## src/sv/lfr_pkg.sv

```systemverilog
// ----------------------------------------------------------------------------
// lfr_pkg
// Shared types and constants for the linear-fit R squared block: result
// widths, the arithmetic word sizes, the controller states, the product
// schedule and the command/status bundles between controller and datapath.
// ----------------------------------------------------------------------------
package lfr_pkg;

    // Default configuration
    localparam int DEF_MAX_SAMPLES  = 4096;
    localparam int DEF_SAMPLE_WIDTH = 16;

    // Result fields
    localparam int R_W         = 16;
    localparam int COUNT_OUT_W = 13;
    localparam logic [R_W-1:0] R_ONE = 16'h8000;   // 1.0 in Q1.15

    // Final arithmetic: 64-bit moments, 128-bit products
    localparam int CALC_W    = 64;
    localparam int PROD_W    = 2 * CALC_W;
    localparam int MUL_STEPS = CALC_W;   // one multiplier bit per cycle
    localparam int DIV_STEPS = 15;       // one quotient bit per cycle
    localparam int STEP_W    = $clog2(MUL_STEPS);

    // Controller states
    typedef enum logic [2:0] {
        ST_ACC,
        ST_DRAIN,
        ST_MUL_LOAD,
        ST_MUL_STEP,
        ST_MUL_STORE,
        ST_DIV_INIT,
        ST_DIV_STEP,
        ST_FINISH
    } lfr_state_t;

    // Product schedule, in the order the controller walks it
    typedef enum logic [2:0] {
        P_N_SXY,
        P_SX_SY,
        P_N_SXX,
        P_SX_SX,
        P_N_SYY,
        P_SY_SY,
        P_COV_SQ,
        P_VAR_PROD
    } prod_sel_t;

    typedef struct packed {
        logic      accept;
        logic      mul_load;
        logic      mul_step;
        logic      mul_store;
        prod_sel_t sel;
        logic      div_init;
        logic      div_step;
        logic      finish;
    } lfr_cmd_t;

    typedef struct packed {
        logic res_busy;
    } lfr_status_t;

endpackage

```

## src/sv/lfr_controller.sv

```systemverilog
// ----------------------------------------------------------------------------
// lfr_controller
// Sequencer: takes samples while accumulating, then walks the eight-product
// schedule on the shared shift-add multiplier, runs the quotient steps and
// hands the result to the output register.
// ----------------------------------------------------------------------------
module lfr_controller
    import lfr_pkg::*;
(
    input  logic        clk,
    input  logic        rst_n,
    input  logic        in_valid,
    input  logic        in_last,
    output logic        in_ready,
    input  lfr_status_t status,
    output lfr_cmd_t    cmd
);

    lfr_state_t        state_reg, state_next;
    logic [STEP_W-1:0] step_reg,  step_next;
    prod_sel_t         idx_reg,   idx_next;

    // State, step counter and product index
    always_ff @(posedge clk or negedge rst_n)
    begin
        if (!rst_n)
        begin
            state_reg <= ST_ACC;
            step_reg  <= '0;
            idx_reg   <= P_N_SXY;
        end
        else
        begin
            state_reg <= state_next;
            step_reg  <= step_next;
            idx_reg   <= idx_next;
        end
    end

    // Next state
    always_comb
    begin
        state_next = state_reg;
        step_next  = step_reg;
        idx_next   = idx_reg;
        unique case (state_reg)
            ST_ACC:
            begin
                if (in_valid && in_last)
                    state_next = ST_DRAIN;
            end
            ST_DRAIN:
            begin
                // last pair lands in the sums this cycle
                idx_next   = P_N_SXY;
                state_next = ST_MUL_LOAD;
            end
            ST_MUL_LOAD:
            begin
                step_next  = '0;
                state_next = ST_MUL_STEP;
            end
            ST_MUL_STEP:
            begin
                step_next = step_reg + 1'b1;
                if (step_reg == STEP_W'(MUL_STEPS - 1))
                    state_next = ST_MUL_STORE;
            end
            ST_MUL_STORE:
            begin
                if (idx_reg == P_VAR_PROD)
                    state_next = ST_DIV_INIT;
                else
                begin
                    idx_next   = prod_sel_t'(idx_reg + 1'b1);
                    state_next = ST_MUL_LOAD;
                end
            end
            ST_DIV_INIT:
            begin
                step_next  = '0;
                state_next = ST_DIV_STEP;
            end
            ST_DIV_STEP:
            begin
                step_next = step_reg + 1'b1;
                if (step_reg == STEP_W'(DIV_STEPS - 1))
                    state_next = ST_FINISH;
            end
            ST_FINISH:
            begin
                if (!status.res_busy)
                    state_next = ST_ACC;
            end
            default:
            begin
                state_next = ST_ACC;
            end
        endcase
    end

    // Outputs
    always_comb
    begin
        in_ready      = 1'b0;
        cmd           = '0;
        cmd.sel       = idx_reg;
        unique case (state_reg)
            ST_ACC:       in_ready      = 1'b1;
            ST_DRAIN:     ;
            ST_MUL_LOAD:  cmd.mul_load  = 1'b1;
            ST_MUL_STEP:  cmd.mul_step  = 1'b1;
            ST_MUL_STORE: cmd.mul_store = 1'b1;
            ST_DIV_INIT:  cmd.div_init  = 1'b1;
            ST_DIV_STEP:  cmd.div_step  = 1'b1;
            ST_FINISH:    cmd.finish    = !status.res_busy;
            default:      ;
        endcase
        cmd.accept = in_valid && in_ready;
    end

endmodule

```

## config.mk

```make
export PLATFORM = sky130hd
export DESIGN_NAME = lfr_controller
export DESIGN_NICKNAME = d
export VERILOG_FILES = /design/src/sv/lfr_pkg.sv /design/src/sv/lfr_controller.sv
export SDC_FILE = /design/constraint.sdc
export NUM_CORES = 1
export LEC_CHECK = 0
export ABC_AREA = 1
export ABC_CLOCK_PERIOD_IN_PS = 1200
export BUFFER_PORTS_ARGS = -buffer_cell sky130_fd_sc_hd__clkbuf_2
export CAP_MARGIN = 20
export CORE_UTILIZATION = 48
export CTS_CLUSTER_SIZE = 28
export DETAILED_ROUTE_END_ITERATION = 8
export GPL_TIMING_DRIVEN = 0
export PLACE_DENSITY_LB_ADDON = 0.25
export SLEW_MARGIN = 10
export SYNTH_ARGS = -nofsm -noshare
export SYNTH_HDL_FRONTEND = slang
export SYNTH_SLANG_ARGS = --single-unit
export TNS_END_PERCENT = 5
```

## constraint.sdc

```tcl
create_clock -name clk -period 1.2 [get_ports clk]
set_input_delay 0.06 -clock clk [delete_from_list [all_inputs] [get_ports clk]]
set_output_delay 0.06 -clock clk [all_outputs]
set_load 0.05 [all_outputs]
```

==> reports/results.ini, run 1 <==
[timing]
drv_slew = 0
min_period_ps = 1360
setup_ws_ps = -156
fmax_mhz = 737
tightest_slew_ps = 303
slew_headroom_pct = 79.8
hold_viol = 0
rsz0062_at_grt = yes
skew_ps = 5.95
setup_viol = 17
post-route-period-util_pct = 113

[synthesis]
ys_types = 24
synth_mux_area_share_pct = 1.18
ys_seq_elements = 12
synth_compound_area_share_pct = 9.29
synth_top_family_by_area = simple AND/OR/NAND/NOR gates
synthesis.nets = 117
synth_warnings = 0
synth.yosys.seq_area_share_pct = 35.4
avgSynthCellArea_sq_um = 7.85
synthCells = 108
synthAdderAreaFrac_pct = 5.90
synth-xor-area-share_pct = 2.06
synthesis.area_sq_um = 848
synth-simple-area-share_pct = 33.8

[floorplan]
coreArea_sq_um = 1580
rows = 14
start_util_pct = 53.8
die-area_sq_um = 1940
die_w_microns = 44.0
pin_count = 16
die_h_microns = 44.0

[detailed_routing]
vias = 797
drt_iter0_drc = 16
vias_per_cell = 5.28
dr.pass1.iters = 7
drc = 2
post_drt_wl_per_cell_microns = 12.7
ant_nets = 0
wl_mm = 1.91

[clock_network]
ctsLongestPathBuffers = 2
clock-root-buffer = clkbuf_4
cts_buffers = 3
clk_pin_slew_ps = 80
clkSinkCount = 12
cts_tree = yes
clk_latency_ps = 280
htreeDepth = 1

[critical_path]
crit_required_ps = 1140
crit_type = register to output pin
worstSetupEndpointType = output pin
cp-start-kind = register
critPathArrivalTime_ps = 1300
critPathMaxFanout = 10

[final_layout]
areaGrowthSynthToFinish_pct = 46.8
final_common_cell = nand2_1
largest_reg_flops = 6
nNetsFinal = 145
final_cell_mix = 19 x nand2_1, 11 x inv_1, 10 x dfrtp_1
layout-drive-gt1-share_pct = 47.4
instances_no_fill = 151
utilization_pct = 79.0
diodes = 0
final_area_sq_um = 1240

[placement]
portBuffers = 15
post-place-ws_ps = -197
placed_cells = 139
placedInstanceArea_sq_um = 961
dp_hpwl_mm = 1.25
gp_congestion = 0.802

[worst_hold_path]
min_path_type = input port to asynchronous set/reset pin

[power_and_ir_drop]
powerDensity_nw_per_um2 = 2620
pwr-share-comb_pct = 69.5
p_switching_w = 0.00163
leakagePower_nw = 0.605
pwr-share-seq_pct = 20.7
max-vdd-ir-drop_v = 0.00162
p_int_w = 0.00163
clkPwrFrac_pct = 9.8
swShare_pct = 50.0

[grt]
grt_overflow = 0
grt_pass1_wl_mm = 3.22
grt_pass1_vias = 754
antenna_found_initial = 0
grt_max_degree = 13
track_usage_pct = 22.8

[run_status]
violations = design-rule violations, negative setup slack
status = complete, but fails checks

[job]
drv_cap = 0

==> routing by layer <==
| metal | GRT usage, % | share of wire (%) |
|---|---|---|
| met5 | 0 | 0 |
| met4 | 4.85 | 0.63 |
| met3 | 7.76 | 4.1 |
| met2 | 40.0 | 51 |
| met1 | 27.1 | 44 |
==> cell type report <==
class                   instances  area, sq um
repair buffers                 23          236
flip-flops and latches         12          303
plain buffers                   3         37.5
inverters                      20         85.1
fillers                       103          332
well taps                      16         20.0
clock buffers                   4         36.3
multi-input cells              73          527
==> power by group through the flow <==
stage	Sequential (W)	Combinational (W)	Clock, W
after detailed placement	0.000659	0.00167	0
after floorplan	0.000765	0.00125	0
after CTS	0.000663	0.00213	0.000330
after global routing	0.000692	0.00245	0.000346
final	0.000675	0.00227	0.000321
after global placement	0.000655	0.00164	0
==> kinds of logic after synthesis <==
logic type | count (synthesis)
buffers and inverters | 23
flip-flops | 12
AND/OR/NAND/NOR | 53
AO/OA/AOI/OAI | 13
adder cells (fa/ha/maj) | 4
XOR/XNOR | 2
multiplexers | 1
==> worst paths after layout <==
path	startpoint	to	slack, ps	cells past startpoint
worst max-delay path	state_reg[2]	cmd[0]	-160	4
worst min-delay path	rst_n	step_reg[3]	190	2
worst max register to register	step_reg[1]	state_reg[1]	-90	6
worst min register to register	idx_reg[0]	idx_reg[0]	530	1
max in group asynchronous	rst_n	idx_reg[0]	760	2
min in group clk	in_last	state_reg[2]	280	6
==> metrics by stage <==
step                      setup TNS [ps]  total power, W  hold slack [ps]
after floorplan                    -1320         0.00202             -236
after global placement              -725         0.00230            -36.9
after detailed placement            -893         0.00233            -37.2
after CTS                          -1080         0.00312              201
after global routing               -2440         0.00348              221
final                              -1160         0.00326              193
==> critical path, cell delays in order (launching register included) <==
cell      delay, ps
dfrtp_1         400
buf_8           180
inv_4            60
nor3_2          170
clkbuf_8        210
==> synth_stat cells (all sizes together) <==
cell | n | area [sq um]
ha | 4 | 50.1
o22ai | 3 | 18.8
o21ai | 9 | 52.6
xnor2 | 1 | 8.76
nor3 | 1 | 5.00
mux2i | 1 | 10.0
dfrtp | 12 | 300
or2 | 1 | 6.26
nand2 | 24 | 97.6
nand3 | 15 | 108
inv | 20 | 75.1
nand4 | 4 | 25.0
o31ai | 1 | 7.51
nor2 | 8 | 45.0
xor2 | 1 | 8.76
buf | 3 | 30.0
==> timing repair <==
action,in CTS,in global routing
setup endpoints to repair,16,20
pin swaps,4,2
cloned,0,0
hold buffers,1,0
buffers inserted,6,1
hold endpoints to repair,12,0
resized for setup,37,13
Note: power is estimated with default switching activity, not from simulation.
==> run 2, diff against run 1 <==
Settings changed: CORE_UTILIZATION 48 to 51, CTS_BUF_LIST from default to sky130_fd_sc_hd__clkbuf_8.
==> run 2 against run 1 <==
  * Clock-buffer cell count unchanged
  * Sequential share of layout area shrank 2.4 points
  * Hold slack gained 60 ps
  * Sequential cell count unchanged
  * Routed wire length grew 53%
  * Clock skew decreased by 3.9 ps
  * The run ends with negative setup slack left
  * Sequential power rose by 6.1%
  * Power up 17%
  * Non-clock buffer count up 6
==> reports/results.ini, run 2 (synthesized netlist as in run 1, its figures left out) <==
[final_layout]
nNetsFinal = 151
final_cell_mix = 16 x nand2_1, 12 x buf_4, 10 x inv_1
ff_latch_area_sq_um = 304
layout-drive-gt1-share_pct = 56.7
diodes = 0
multi_input_area_sq_um = 597
final_common_cell = nand2_1
fill_cells = 55
largest_reg_flops = 6
utilization_pct = 91.0
areaGrowthSynthToFinish_pct = 63.4

[critical_path]
crit_required_ps = 1390
worstSetupEndpointType = register
worst_r2r_endpoint = state_reg[1]
rr_startpoint = state_reg[0]
critPathMaxFanout = 6
cp-start-kind = register
r2r_setup_slack_ps = -200
critPathArrivalTime_ps = 1590
rr_worst_depth = 9
crit_type = register to register

[power_and_ir_drop]
leakagePower_nw = 0.639
powerDensity_nw_per_um2 = 2760
power.total_w = 0.00383
max-vdd-ir-drop_v = 0.00223

[timing]
rsz0062_at_grt = yes
hold_viol = 0
skew_ps = 2.07
setup_tns_ps = -1710
tightest_slew_ps = 318
setup_viol = 18
drv_slew = 0
slew_headroom_pct = 78.8
post-route-period-util_pct = 116
setup_ws_ps = -198
fmax_mhz = 715
whs_ps = 253
min_period_ps = 1400

[grt]
grt_pass1_vias = 877
track_usage_pct = 28.1
antenna_found_initial = 0
grt_pass1_wl_mm = 3.83
grt_max_degree = 13
grt_overflow = 0

[run_status]
status = complete, but fails checks
violations = negative setup slack

[detailed_routing]
drt_iter0_drc = 37
vias_per_cell = 5.92
ant_nets = 0
wl_mm = 2.94
post_drt_wl_per_cell_microns = 18.7
dr.pass1.iters = 4
vias = 930
drc = 0

[clock_network]
clock-root-buffer = clkbuf_8
cts_buffers = 3
clkSinkCount = 12
htreeDepth = 1
clk_pin_slew_ps = 60
clk_latency_ps = 250
cts_tree = yes
ctsLongestPathBuffers = 2

[floorplan]
pin_count = 16
rows = 14
die_w_microns = 42.8
die_h_microns = 42.8
die-area_sq_um = 1830
coreArea_sq_um = 1520
start_util_pct = 55.7

[job]
drv_cap = 0

[worst_hold_path]
min_path_type = input port to asynchronous set/reset pin

[placement]
gp_congestion = 0.795
dp_hpwl_mm = 1.28
portBuffers = 15

[run 2: worst max-delay path by stage]
stage                 startpoint           end  cells after the start  slack, ps
floorplan             idx_reg[0]    idx_reg[0]                      6       -210
global placement      idx_reg[0]    idx_reg[0]                      6       -160
detailed placement    idx_reg[0]    idx_reg[0]                      6       -170
CTS                 state_reg[1]        cmd[0]                      4        -90
global route        state_reg[0]  state_reg[1]                      9       -260
finish              state_reg[0]  state_reg[1]                      9       -200
[run 2: area by class of cell]
cell class	instances	area share, %
Sequential cell	12	21.9
Inverter	20	6.32
Buffer	3	2.71
Timing Repair Buffer	29	20.6
Tap cell	16	1.44
Clock buffer	4	3.97
Multi-Input combinational cell	73	43.1
[run 2: layer usage]
layer / track usage, % / up-vias / routed length [microns]
li1: - / 416 / -
met1: 33.7 / 443 / 1110
met2: 49.4 / 47 / 1530
met3: 2.98 / 24 / 110
met4: 13.1 / 0 / 187
met5: 0 / - / 0
[run 2: repair_timing]
action,in CTS,in global routing
pin swaps,6,6
endpoints found under the hold margin,12,0
hold buffers,1,0
resized for setup,40,27
endpoints found under the setup margin,16,18
buffers inserted,8,5
[run 2: through the flow]
step           cells  cell area [sq um]  setup WS (ps)
5_1_grt          157               1390           -263
6_report         157               1390           -198
4_1_cts          152               1260          -87.7
3_3_place_gp     139                961           -158
2_1_floorplan    108                866           -208
3_5_place_dp     139                961           -174
[run 2: worst max-delay path: stages, from the launching register on]
cell and delay (ps):
dfrtp_1 390, buf_6 150, nor2_4 120, buf_4 150, nand3_1 110, nand2_2 120
inv_2 60, nand3_2 100, nand2_2 70, nand2_2 60
[run 2: power by group]
part | switching (W) | leakage, nW | internal (W) | total (W)
Sequential | 0.000173 | 0.155 | 0.000542 | 0.000716
Combinational | 0.00159 | 0.455 | 0.00105 | 0.00264
Clock | 0.000184 | 0.0288 | 0.000291 | 0.000475
